--- config.mk ---
export PLATFORM = sky130hd
export DESIGN_NAME = iso8601_timestamp_to_epoch
export DESIGN_NICKNAME = d
export VERILOG_FILES = /design/src/sv/isoep_pkg.sv /design/src/sv/iso8601_timestamp_to_epoch.sv
export SDC_FILE = /design/constraint.sdc
export NUM_CORES = 2
export LEC_CHECK = 0
export ABC_AREA = 1
export BUFFER_PORTS_ARGS = -buffer_cell sky130_fd_sc_hd__buf_2
export CAP_MARGIN = 20
export CORE_MARGIN = 2
export CORE_UTILIZATION = 40
export CTS_BUF_LIST = sky130_fd_sc_hd__clkbuf_8 sky130_fd_sc_hd__clkbuf_16
export CTS_CLUSTER_SIZE = 24
export DETAILED_ROUTE_END_ITERATION = 8
export SLEW_MARGIN = 15
export SYNTH_ARGS = -nofsm -noshare
export SYNTH_HDL_FRONTEND = slang
export SYNTH_SLANG_ARGS = --single-unit
--- constraint.sdc ---
create_clock -name i_clk -period 16 [get_ports i_clk]
set_clock_uncertainty 0.1 [all_clocks]
set_input_delay 3.2 -clock i_clk [delete_from_list [all_inputs] [get_ports i_clk]]
set_output_delay 3.2 -clock i_clk [all_outputs]
set_load 0.01 [all_outputs]
--- src/sv/isoep_pkg.sv ---
// Shared constants and the month table for the timestamp-to-epoch converter.
`default_nettype none
package isoep_pkg;

    localparam int unsigned YEAR_W  = 14;
    localparam int unsigned FIELD_W = 7;
    localparam int unsigned POS_W   = 5;
    localparam int unsigned DAYS_W  = 24;
    localparam int unsigned HMS_W   = 19;

    localparam logic [POS_W-1:0] FULL_LEN = 5'd19;

    // Character positions where each numeric field starts.
    localparam logic [POS_W-1:0] POS_YEAR   = 5'd0;
    localparam logic [POS_W-1:0] POS_MONTH  = 5'd5;
    localparam logic [POS_W-1:0] POS_DAY    = 5'd8;
    localparam logic [POS_W-1:0] POS_HOUR   = 5'd11;
    localparam logic [POS_W-1:0] POS_MINUTE = 5'd14;
    localparam logic [POS_W-1:0] POS_SECOND = 5'd17;

    localparam logic [YEAR_W-1:0] EARLIEST_RESET = 14'd2020;
    localparam logic [YEAR_W-1:0] YEAR_EPOCH     = 14'd1970;
    localparam logic [YEAR_W-1:0] YEAR_LEAP4     = 14'd1969;
    localparam logic [YEAR_W-1:0] YEAR_LEAP100   = 14'd1901;
    localparam logic [YEAR_W-1:0] YEAR_LEAP400   = 14'd1601;

    // ceil(2^20/100) == ceil(2^22/400); exact for operands below 43690.
    localparam logic [13:0] RECIP_100 = 14'd10486;
    localparam int unsigned SHIFT_100 = 20;
    localparam int unsigned SHIFT_400 = 22;

    localparam logic [8:0]  DAYS_PER_YEAR = 9'd365;
    localparam logic [16:0] SEC_PER_DAY   = 17'd86400;
    localparam logic [11:0] SEC_PER_HOUR  = 12'd3600;
    localparam logic [5:0]  SEC_PER_MIN   = 6'd60;

    localparam logic [7:0] CHAR_ZERO = 8'h30;
    localparam logic [7:0] CHAR_NINE = 8'h39;

    function automatic logic [8:0] days_before_month(input logic [3:0] idx);
        logic [8:0] d;
        case (idx)
            4'd0:    d = 9'd0;
            4'd1:    d = 9'd31;
            4'd2:    d = 9'd59;
            4'd3:    d = 9'd90;
            4'd4:    d = 9'd120;
            4'd5:    d = 9'd151;
            4'd6:    d = 9'd181;
            4'd7:    d = 9'd212;
            4'd8:    d = 9'd243;
            4'd9:    d = 9'd273;
            4'd10:   d = 9'd304;
            4'd11:   d = 9'd334;
            default: d = 9'd0;
        endcase
        return d;
    endfunction

endpackage
`default_nettype wire

--- src/sv/iso8601_timestamp_to_epoch.sv ---
// Top level: character parser and pipelined epoch arithmetic.
//
//  channel  | handshake                  | payload
//  ---------+----------------------------+-------------------------------
//  input    | i_in_valid / o_in_ready    | i_text_char, i_last_char
//  result   | o_out_valid / i_out_ready  | o_epoch_seconds, o_ok
//  config   | i_cfg_valid / o_cfg_ready  | i_cfg_data (earliest year)
//
// One character is taken per cycle unless stalled. A beat with the last-character
// mark yields its result through one parse register and four arithmetic stages
// (signed offsets, constant multiplies, day sum, seconds multiply).
// Reset clears the parser and the pipeline and sets the earliest year to 2020.
// A stalled result holds the pipeline; bubbles between results are squeezed out.
`default_nettype none
module iso8601_timestamp_to_epoch
    import isoep_pkg::*;
(
    input  wire logic               i_clk,
    input  wire logic               i_rst_n,
    input  wire logic               i_in_valid,
    output logic                    o_in_ready,
    input  wire logic [7:0]         i_text_char,
    input  wire logic               i_last_char,
    output logic                    o_out_valid,
    input  wire logic               i_out_ready,
    output logic [31:0]             o_epoch_seconds,
    output logic                    o_ok,
    input  wire logic               i_cfg_valid,
    output logic                    o_cfg_ready,
    input  wire logic [YEAR_W-1:0]  i_cfg_data
);

    typedef logic [FIELD_W-1:0] t_field;

    // ---------------- configuration ----------------
    logic [YEAR_W-1:0] r_earliest;

    assign o_cfg_ready = 1'b1;

    always_ff @(posedge i_clk) begin
        if (!i_rst_n) begin
            r_earliest <= EARLIEST_RESET;
        end else if (i_cfg_valid) begin
            r_earliest <= i_cfg_data;
        end
    end

    // ---------------- stage enables ----------------
    logic r_a_valid, r_b_valid, r_c_valid, r_d_valid, r_o_valid;
    logic en_a, en_b, en_c, en_d, en_o;
    logic in_fire;

    assign en_o       = !r_o_valid || i_out_ready;
    assign en_d       = !r_d_valid || en_o;
    assign en_c       = !r_c_valid || en_d;
    assign en_b       = !r_b_valid || en_c;
    assign en_a       = !r_a_valid || en_b;
    assign o_in_ready = en_a;
    assign in_fire    = i_in_valid && en_a;

    // ---------------- character parser ----------------
    logic [POS_W-1:0]  r_pos, n_pos;
    logic [YEAR_W-1:0] r_year, n_year;
    t_field            r_month, n_month, r_day, n_day;
    t_field            r_hour, n_hour, r_min, n_min, r_sec, n_sec;
    logic              r_ended, n_ended;

    logic              is_digit, field_start, in_field, ended_eff, take;
    logic [3:0]        digit;
    logic [17:0]       year_x10;
    logic [10:0]       fld_x10;
    t_field            fld_cur, fld_new;

    always_comb begin
        is_digit    = (i_text_char >= CHAR_ZERO) && (i_text_char <= CHAR_NINE);
        digit       = 4'(i_text_char - CHAR_ZERO);
        field_start = (r_pos == POS_YEAR) || (r_pos == POS_MONTH) || (r_pos == POS_DAY)
                   || (r_pos == POS_HOUR) || (r_pos == POS_MINUTE)
                   || (r_pos == POS_SECOND);
        in_field    = (r_pos < POS_YEAR + 5'd4)
                   || (r_pos == POS_MONTH)  || (r_pos == POS_MONTH + 5'd1)
                   || (r_pos == POS_DAY)    || (r_pos == POS_DAY + 5'd1)
                   || (r_pos == POS_HOUR)   || (r_pos == POS_HOUR + 5'd1)
                   || (r_pos == POS_MINUTE) || (r_pos == POS_MINUTE + 5'd1)
                   || (r_pos == POS_SECOND) || (r_pos == POS_SECOND + 5'd1);
        ended_eff   = field_start ? 1'b0 : r_ended;
        take        = in_field && !ended_eff && is_digit;
        n_ended     = ended_eff || (in_field && !is_digit);

        case (r_pos)
            POS_MONTH, POS_MONTH + 5'd1:   fld_cur = r_month;
            POS_DAY, POS_DAY + 5'd1:       fld_cur = r_day;
            POS_HOUR, POS_HOUR + 5'd1:     fld_cur = r_hour;
            POS_MINUTE, POS_MINUTE + 5'd1: fld_cur = r_min;
            POS_SECOND, POS_SECOND + 5'd1: fld_cur = r_sec;
            default:                       fld_cur = r_month;
        endcase

        year_x10 = ({4'd0, r_year} << 3) + ({4'd0, r_year} << 1) + {14'd0, digit};
        fld_x10  = ({4'd0, fld_cur} << 3) + ({4'd0, fld_cur} << 1) + {7'd0, digit};
        fld_new  = fld_x10[FIELD_W-1:0];

        n_year  = r_year;
        n_month = r_month;
        n_day   = r_day;
        n_hour  = r_hour;
        n_min   = r_min;
        n_sec   = r_sec;
        if (take) begin
            case (r_pos)
                POS_MONTH, POS_MONTH + 5'd1:   n_month = fld_new;
                POS_DAY, POS_DAY + 5'd1:       n_day   = fld_new;
                POS_HOUR, POS_HOUR + 5'd1:     n_hour  = fld_new;
                POS_MINUTE, POS_MINUTE + 5'd1: n_min   = fld_new;
                POS_SECOND, POS_SECOND + 5'd1: n_sec   = fld_new;
                default:                       n_year  = year_x10[YEAR_W-1:0];
            endcase
        end

        n_pos = (r_pos < FULL_LEN) ? r_pos + 5'd1 : r_pos;
    end

    always_ff @(posedge i_clk) begin
        if (!i_rst_n) begin
            r_pos   <= '0;
            r_year  <= '0;
            r_month <= '0;
            r_day   <= '0;
            r_hour  <= '0;
            r_min   <= '0;
            r_sec   <= '0;
            r_ended <= 1'b0;
        end else if (in_fire) begin
            // drop the parse state once the timestamp closes
            if (i_last_char) begin
                r_pos   <= '0;
                r_year  <= '0;
                r_month <= '0;
                r_day   <= '0;
                r_hour  <= '0;
                r_min   <= '0;
                r_sec   <= '0;
                r_ended <= 1'b0;
            end else begin
                r_pos   <= n_pos;
                r_year  <= n_year;
                r_month <= n_month;
                r_day   <= n_day;
                r_hour  <= n_hour;
                r_min   <= n_min;
                r_sec   <= n_sec;
                r_ended <= n_ended;
            end
        end
    end

    // ---------------- stage A: captured fields ----------------
    logic [YEAR_W-1:0] r_a_year;
    t_field            r_a_month, r_a_day, r_a_hour, r_a_min, r_a_sec;
    logic              r_a_full;

    always_ff @(posedge i_clk) begin
        if (!i_rst_n) begin
            r_a_valid <= 1'b0;
        end else if (en_a) begin
            r_a_valid <= in_fire && i_last_char;
        end
    end

    always_ff @(posedge i_clk) begin
        if (en_a) begin
            r_a_year  <= n_year;
            r_a_month <= n_month;
            r_a_day   <= n_day;
            r_a_hour  <= n_hour;
            r_a_min   <= n_min;
            r_a_sec   <= n_sec;
            r_a_full  <= (n_pos == FULL_LEN);
        end
    end

    // ---------------- stage B: checks and signed offsets ----------------
    logic              r_b_ok;
    logic [YEAR_W-1:0] r_b_year, r_b_abs4, r_b_abs100, r_b_abs400;
    logic              r_b_neg4, r_b_neg100, r_b_neg400;
    logic [14:0]       r_b_yoff;
    t_field            r_b_month, r_b_day, r_b_hour, r_b_min, r_b_sec;

    logic              b_ok;
    logic [14:0]       b_d4, b_d100, b_d400;

    always_comb begin
        b_ok = r_a_full && (r_a_year >= r_earliest)
            && (r_a_month >= 7'd1) && (r_a_month <= 7'd12)
            && (r_a_day >= 7'd1) && (r_a_day <= 7'd31);
        b_d4   = {1'b0, r_a_year} - {1'b0, YEAR_LEAP4};
        b_d100 = {1'b0, r_a_year} - {1'b0, YEAR_LEAP100};
        b_d400 = {1'b0, r_a_year} - {1'b0, YEAR_LEAP400};
    end

    always_ff @(posedge i_clk) begin
        if (!i_rst_n) begin
            r_b_valid <= 1'b0;
        end else if (en_b) begin
            r_b_valid <= r_a_valid;
        end
    end

    always_ff @(posedge i_clk) begin
        if (en_b) begin
            r_b_ok     <= b_ok;
            r_b_year   <= r_a_year;
            r_b_yoff   <= {1'b0, r_a_year} - {1'b0, YEAR_EPOCH};
            r_b_neg4   <= b_d4[14];
            r_b_neg100 <= b_d100[14];
            r_b_neg400 <= b_d400[14];
            r_b_abs4   <= b_d4[14]   ? YEAR_W'(-b_d4)   : b_d4[YEAR_W-1:0];
            r_b_abs100 <= b_d100[14] ? YEAR_W'(-b_d100) : b_d100[YEAR_W-1:0];
            r_b_abs400 <= b_d400[14] ? YEAR_W'(-b_d400) : b_d400[YEAR_W-1:0];
            r_b_month  <= r_a_month;
            r_b_day    <= r_a_day;
            r_b_hour   <= r_a_hour;
            r_b_min    <= r_a_min;
            r_b_sec    <= r_a_sec;
        end
    end

    // ---------------- stage C: constant multiplies ----------------
    logic              r_c_ok;
    logic [YEAR_W-1:0] r_c_year;
    logic [11:0]       r_c_q4;
    logic [7:0]        r_c_q100, r_c_uq100;
    logic [5:0]        r_c_q400, r_c_uq400;
    logic              r_c_neg4, r_c_neg100, r_c_neg400;
    logic [DAYS_W-1:0] r_c_yd;
    logic [8:0]        r_c_mdays;
    logic              r_c_after_feb;
    t_field            r_c_day, r_c_sec;
    logic [18:0]       r_c_hsec;
    logic [12:0]       r_c_msec;

    logic [27:0]       c_p100, c_p400, c_pyear;
    logic signed [24:0] c_yd;
    logic [3:0]        c_midx;

    always_comb begin
        c_p100  = r_b_abs100 * RECIP_100;
        c_p400  = r_b_abs400 * RECIP_100;
        c_pyear = r_b_year * RECIP_100;
        c_yd    = $signed(r_b_yoff) * $signed({1'b0, DAYS_PER_YEAR});
        c_midx  = r_b_month[3:0] - 4'd1;
    end

    always_ff @(posedge i_clk) begin
        if (!i_rst_n) begin
            r_c_valid <= 1'b0;
        end else if (en_c) begin
            r_c_valid <= r_b_valid;
        end
    end

    always_ff @(posedge i_clk) begin
        if (en_c) begin
            r_c_ok        <= r_b_ok;
            r_c_year      <= r_b_year;
            r_c_q4        <= r_b_abs4[YEAR_W-1:2];
            r_c_q100      <= c_p100[SHIFT_100 +: 8];
            r_c_q400      <= c_p400[SHIFT_400 +: 6];
            r_c_uq100     <= c_pyear[SHIFT_100 +: 8];
            r_c_uq400     <= c_pyear[SHIFT_400 +: 6];
            r_c_neg4      <= r_b_neg4;
            r_c_neg100    <= r_b_neg100;
            r_c_neg400    <= r_b_neg400;
            r_c_yd        <= c_yd[DAYS_W-1:0];
            r_c_mdays     <= days_before_month(c_midx);
            r_c_after_feb <= (r_b_month > 7'd2);
            r_c_day       <= r_b_day;
            r_c_sec       <= r_b_sec;
            r_c_hsec      <= r_b_hour * SEC_PER_HOUR;
            r_c_msec      <= r_b_min * SEC_PER_MIN;
        end
    end

    // ---------------- stage D: day count ----------------
    logic              r_d_ok;
    logic [DAYS_W-1:0] r_d_days;
    logic [HMS_W-1:0]  r_d_hms;

    logic              d_leap;
    logic [14:0]       d_m100, d_m400;
    logic [DAYS_W-1:0] d_t4, d_t100, d_t400, d_days;

    always_comb begin
        d_m100 = r_c_uq100 * 7'd100;
        d_m400 = r_c_uq400 * 9'd400;
        d_leap = (r_c_year[1:0] == 2'd0)
              && ((d_m100 != {1'b0, r_c_year}) || (d_m400 == {1'b0, r_c_year}));
        d_t4   = {12'd0, r_c_q4};
        d_t100 = {16'd0, r_c_q100};
        d_t400 = {18'd0, r_c_q400};
        // quotients truncate toward zero below the reference years
        if (r_c_neg4)   d_t4   = -d_t4;
        if (r_c_neg100) d_t100 = -d_t100;
        if (r_c_neg400) d_t400 = -d_t400;
        d_days = r_c_yd + d_t4 - d_t100 + d_t400 + {15'd0, r_c_mdays}
               + {23'd0, d_leap && r_c_after_feb} + {17'd0, r_c_day} - 24'd1;
    end

    always_ff @(posedge i_clk) begin
        if (!i_rst_n) begin
            r_d_valid <= 1'b0;
        end else if (en_d) begin
            r_d_valid <= r_c_valid;
        end
    end

    always_ff @(posedge i_clk) begin
        if (en_d) begin
            r_d_ok   <= r_c_ok;
            r_d_days <= d_days;
            r_d_hms  <= r_c_hsec + {6'd0, r_c_msec} + {12'd0, r_c_sec};
        end
    end

    // ---------------- stage E: seconds and result register ----------------
    logic [31:0] r_o_epoch;
    logic        r_o_ok;
    logic [48:0] e_prod;
    logic [31:0] e_epoch;

    always_comb begin
        e_prod  = {{8{r_d_days[DAYS_W-1]}}, r_d_days} * SEC_PER_DAY;
        e_epoch = e_prod[31:0] + {13'd0, r_d_hms};
    end

    always_ff @(posedge i_clk) begin
        if (!i_rst_n) begin
            r_o_valid <= 1'b0;
        end else if (en_o) begin
            r_o_valid <= r_d_valid;
        end
    end

    always_ff @(posedge i_clk) begin
        if (en_o) begin
            r_o_ok    <= r_d_ok;
            r_o_epoch <= r_d_ok ? e_epoch : 32'd0;
        end
    end

    assign o_out_valid     = r_o_valid;
    assign o_epoch_seconds = r_o_epoch;
    assign o_ok            = r_o_ok;

endmodule
`default_nettype wire

Word level (Yosys, flattened, before mapping) --
Memories as Yosys holds them, arrays and structs flattened. A register that Yosys moved wholly into a read port is not among the register bits. Index checks and enable logic that the tools add are counted.
Operators by class: add/sub/neg operators 27, multipliers 9, div/mod/pow operators 0, $lt $le $gt $ge 10, equality and inequality tests 13, shift operators 0, muxes and demuxes 29, bitwise gates (word level) 0, reductions and logical operators 50
Operators with widths (count):
- $mux 7 | 15
- $mux 14 | 6
- $mul 14x13->27 const B | 3
- $mux 24 | 3
- $sub 14x11->15 const B | 4
- $add 24x24->24 | 2
- $neg 14->14 | 3
- $add 32x19->32 | 1
- $mul 32x10->25 const B | 1
- $eq 5x4->1 const B | 6
- $add 24x1->24 | 1
- $add 24x7->24 | 1
- $add 24x9->24 | 1
- $mul 15x10->24 const B | 1
- $neg 12->24 | 1
- $neg 6->24 | 1
- $neg 8->24 | 1
- $pmux 6 s4 | 1
- $sub 24x1->24 const B | 1
- $sub 24x24->24 | 1
- $logic_or 1x1->1 | 22
- $add 19x13->19 | 1
- $add 19x7->19 | 1
- $eq 15x14->1 | 1
- 30 further kinds | 59
Storage, ports and cells: bits in registers 434, bits in latches 0, memory bits (writable) 0, memory bits (read-only) 144, output and inout bits 36, memories kept 1
Memories:
- (name not given) | words 16, bits a word 9, rd ports 1, clocked after Yosys merged registers in 1, write ports 0, line isoep_pkg.sv:42 | case (idx)

Longest topological paths before layout --
depth in word-level cells 15, gate-level depth with buffers 35, depth with buffers taken out 35

Least setup slack after synthesis --
Ideal clock, no wire load.
kind input to output, start point in i_out_ready, end point out o_in_ready, arrival 9.039 ns, required time 12.700 ns, path slack 3.661 ns, stages 8, buffers on the path 0, cells stage by stage nor2_1 > inv_1 > nor2_1 > inv_1 > nor2_1 > inv_1 > nor2_1 > nand2_1
Between the ends: word-level cells in the longest chain between the ends 5
RTL lines:
- start, declared | line iso8601_timestamp_to_epoch.sv:25 | input wire logic i_out_ready,
- $logic_or 1x1->1 | line iso8601_timestamp_to_epoch.sv:53 | assign en_o = !r_o_valid || i_out_ready;
- net en_o | line iso8601_timestamp_to_epoch.sv:50 | logic en_a, en_b, en_c, en_d, en_o;
- $logic_or 1x1->1 | line iso8601_timestamp_to_epoch.sv:54 | assign en_d = !r_d_valid || en_o;
- net en_d | line iso8601_timestamp_to_epoch.sv:50
- $logic_or 1x1->1 | line iso8601_timestamp_to_epoch.sv:55 | assign en_c = !r_c_valid || en_d;
- net en_c | line iso8601_timestamp_to_epoch.sv:50
- $logic_or 1x1->1 | line iso8601_timestamp_to_epoch.sv:56 | assign en_b = !r_b_valid || en_c;
- $logic_or 1x1->1 | line iso8601_timestamp_to_epoch.sv:57 | assign en_a = !r_a_valid || en_b;
- end, declared | line iso8601_timestamp_to_epoch.sv:21 | output logic o_in_ready,
The timed path passes the listed nets, and every way through them passes these cells.

Worst setup path after layout --
Ends and elaborated chain as after synthesis.

==> qor.yml <==
io_pins: 64
routed_wl_um: 91400
hp-class: "flip-flop to flip-flop"
max_freq_mhz: 118
worstPathArrival_ps: 5160
rsz0062_at_grt: "false"
port_buffers: 62
cp.required_ps: 12700
clkTransAtPathRegs_ps: 60
first_global_vias: 29400
worst-path-buf-inv: 6
area_delta_synth_final_pct: 8.68
synth_top_area_share_pct: 25.3
path_cells: "buf_2, nor2_1, inv_1, nor2_1, inv_2, buf_4, nor2_1, inv_4, nor2_1, nand2_2, buf_2"
synthMuxAreaShare_pct: 0
synth_top_family_by_area: "adder cells"
post_cts_resized: 0
synth_edf_count: 359
drive_gt1_share_pct: 4.61
yosys-top-cells-area: "edfxtp_1 (25%), ha_1 (19%), fa_1 (18%)"
cts_tree: "yes"
crit_type: "input pin to output pin"
cp_max_fo: 52
slowest_delay_ps: 500
synth_nets: 5642
crit_path_end_kind: "output pin"
synthFlopType: "edfxtp_1"
cts_sinks: 433
start_kind: "input pin"
syn_area_per_cell_um2: 9.27
gp_congestion: 0.884
yosysWarnings: 0
status: "completed"
vias_per_cell: 4.83
synthArstFlopShare_pct: 0
timing.rr.end: "r_d_days[22]$_DFFE_PP_"
cts_setup_buffers: 0
start_util_pct: 40.4
cts_hold_buf: 0
rows: 119
synth_cells: 4599
critPathCapture: "o_in_ready"
grt_max_degree: 77
cp_num_cells: 11
finalNetCount: 5726
synth_fa_ha_area_share_pct: 36.6
final_common_cell: "inv_1"
setup_viol: 0
r2r_cells: 31
antenna_found_initial: 0
core_um2: 106000
synth_xor_area_share_pct: 4.68
synth_top_area_cell: "edfxtp_1"
cts_buffer_depth: 3
synth-simple-area-share_pct: 12.9
drt-pass1-iter-count: 6
grt_pass1_wl_um: 150000
cp_slowest_cell: "inv_4"
syn_area_um2: 42600
die_w_um: 330
initialDrtViolationCount: 1600
htreeDepth: 2
synth_cell_type_count: 61
reg2reg_slack_ps: 9160
final.setup.tns_ps: 0
die-height_um: 330
ys_ff_latch: 433
drc: 0
root_buffer: "clkbuf_16"
min_period_ps: 8460
critical_path.top_delay_family: "buffers and inverters"
die_area_um2: 109000
final-seq-area_um2: 12300
slew_headroom_pct: 34.4
period_share_pct: 52.9
clkLatencyLatePin_ps: 620
drv_cap: 0
numCtsBuffers: 50
cp_common_cell: "nor2_1"
drv_slew: 0
diodes: 0
most-common-layout-cells: "inv_1 (1,027), nand2_1 (726), ha_1 (631)"
grt-ovfl-total: 0
multiInputGateArea_um2: 26300
hold_viol_final: 0
hp-start: "r_c_sec[0]$_DFFE_PP_"
reg2reg_from: "r_c_uq100[3]$_DFFE_PP_"
drtAntennaViolNets: 0
avgRoutedWirePerCell_um: 14.9
synth-compound-area-share_pct: 7.53
num_vias: 29500
ys_seq_area_share_pct: 28.8
crit_start: "i_out_ready"
grt_use_total_pct: 17.0
nFillCells: 10100
tightest_slew_ps: 984
place_hpwl_um: 75800
-- worst reg2reg max path, delay by kind of cell (launching register included) --
kind,cells,cell delay (ps)
fa+ha+maj,9,3120
buf+inv,4,260
compound gates,5,1200
simple gates,12,1330
xor+xnor,1,140
flops,1,480
-- flip-flops by register name (all words and copies together), names as in the netlist, 9 cells and up --
signal and flops:
o_epoch_seconds 32, r_d_days 24, r_c_yd 23, r_d_hms 19, r_c_hsec 15, r_a_year 14, r_b_abs100 14, r_b_abs400 14
r_b_year 14, r_b_yoff 14, r_c_year 14, r_earliest 14, r_year 14, r_b_abs4 12, r_c_q4 12, r_c_msec 11
r_c_mdays 9
-- area by class of cell --
type,instances,share of cell area (%)
multi-input cells,3084,56.7
flip-flops and latches,433,26.5
inverters,1042,8.47
well taps,1391,3.76
clock buffers,54,2.89
clock inverters,40,0.845
repair buffers,72,0.832
-- cell families (layout without fill, tap and decap cells) --
logic type | after synthesis | in the layout
adder cells (fa/ha/maj) | 1015 | 1015
flip-flops | 433 | 433
AO/OA/AOI/OAI | 576 | 576
XOR/XNOR | 228 | 228
buffers and inverters | 1082 | 1208
other | 1 | 1
AND/OR/NAND/NOR | 1264 | 1264
-- worst min-delay path by stage --
stage               slack (ps)                    end  depth (start not counted)
floorplan                  300  r_b_hour[0]$_DFFE_PP_                          0
global placement           300    r_c_q4[8]$_DFFE_PP_                          0
detailed placement         300   r_b_min[0]$_DFFE_PP_                          0
CTS                        310   r_d_hms[0]$_DFFE_PP_                          0
global route               320   r_b_min[0]$_DFFE_PP_                          0
finish                     300   r_d_hms[0]$_DFFE_PP_                          0
-- routing by layer --
metal,GRT usage [%],share of wire (%),up-vias
met5,0,0,-
met4,4.29,2.4,0
met3,1.35,3.1,117
met2,29.2,47,469
met1,23.3,47,13900
li1,-,-,15000
-- synthesized netlist by cell type (30+ instances only) --
| cell type | number |
|---|---|
| inv_1 | 1026 |
| nand4_1 | 38 |
| o21ai_0 | 162 |
| dfxtp_1 | 74 |
| clkbuf_1 | 30 |
| nand2_1 | 728 |
| nor3_1 | 44 |
| nand3_1 | 168 |
| ha_1 | 631 |
| xor2_1 | 161 |
| nor2_1 | 205 |
| xnor2_1 | 67 |
| fa_1 | 384 |
| edfxtp_1 | 359 |
| a21oi_1 | 278 |
-- metrics by stage --
step	setup WS [ps]	hold WS [ps]	cells	util, %	area [um2]
6_report	7540	304	6116	43.9	46300
5_1_grt	7320	321	6116	43.9	46300
4_1_cts	7460	309	6115	43.9	46300
3_5_place_dp	7470	305	6021	42.2	44600
3_3_place_gp	7480	301	6021	42.2	44600
2_1_floorplan	3660	300	4599	-	42600
Power is left out: the tool's default activity adds up to more than one toggle a clock period on the data nets, which glitch-free logic cannot reach.
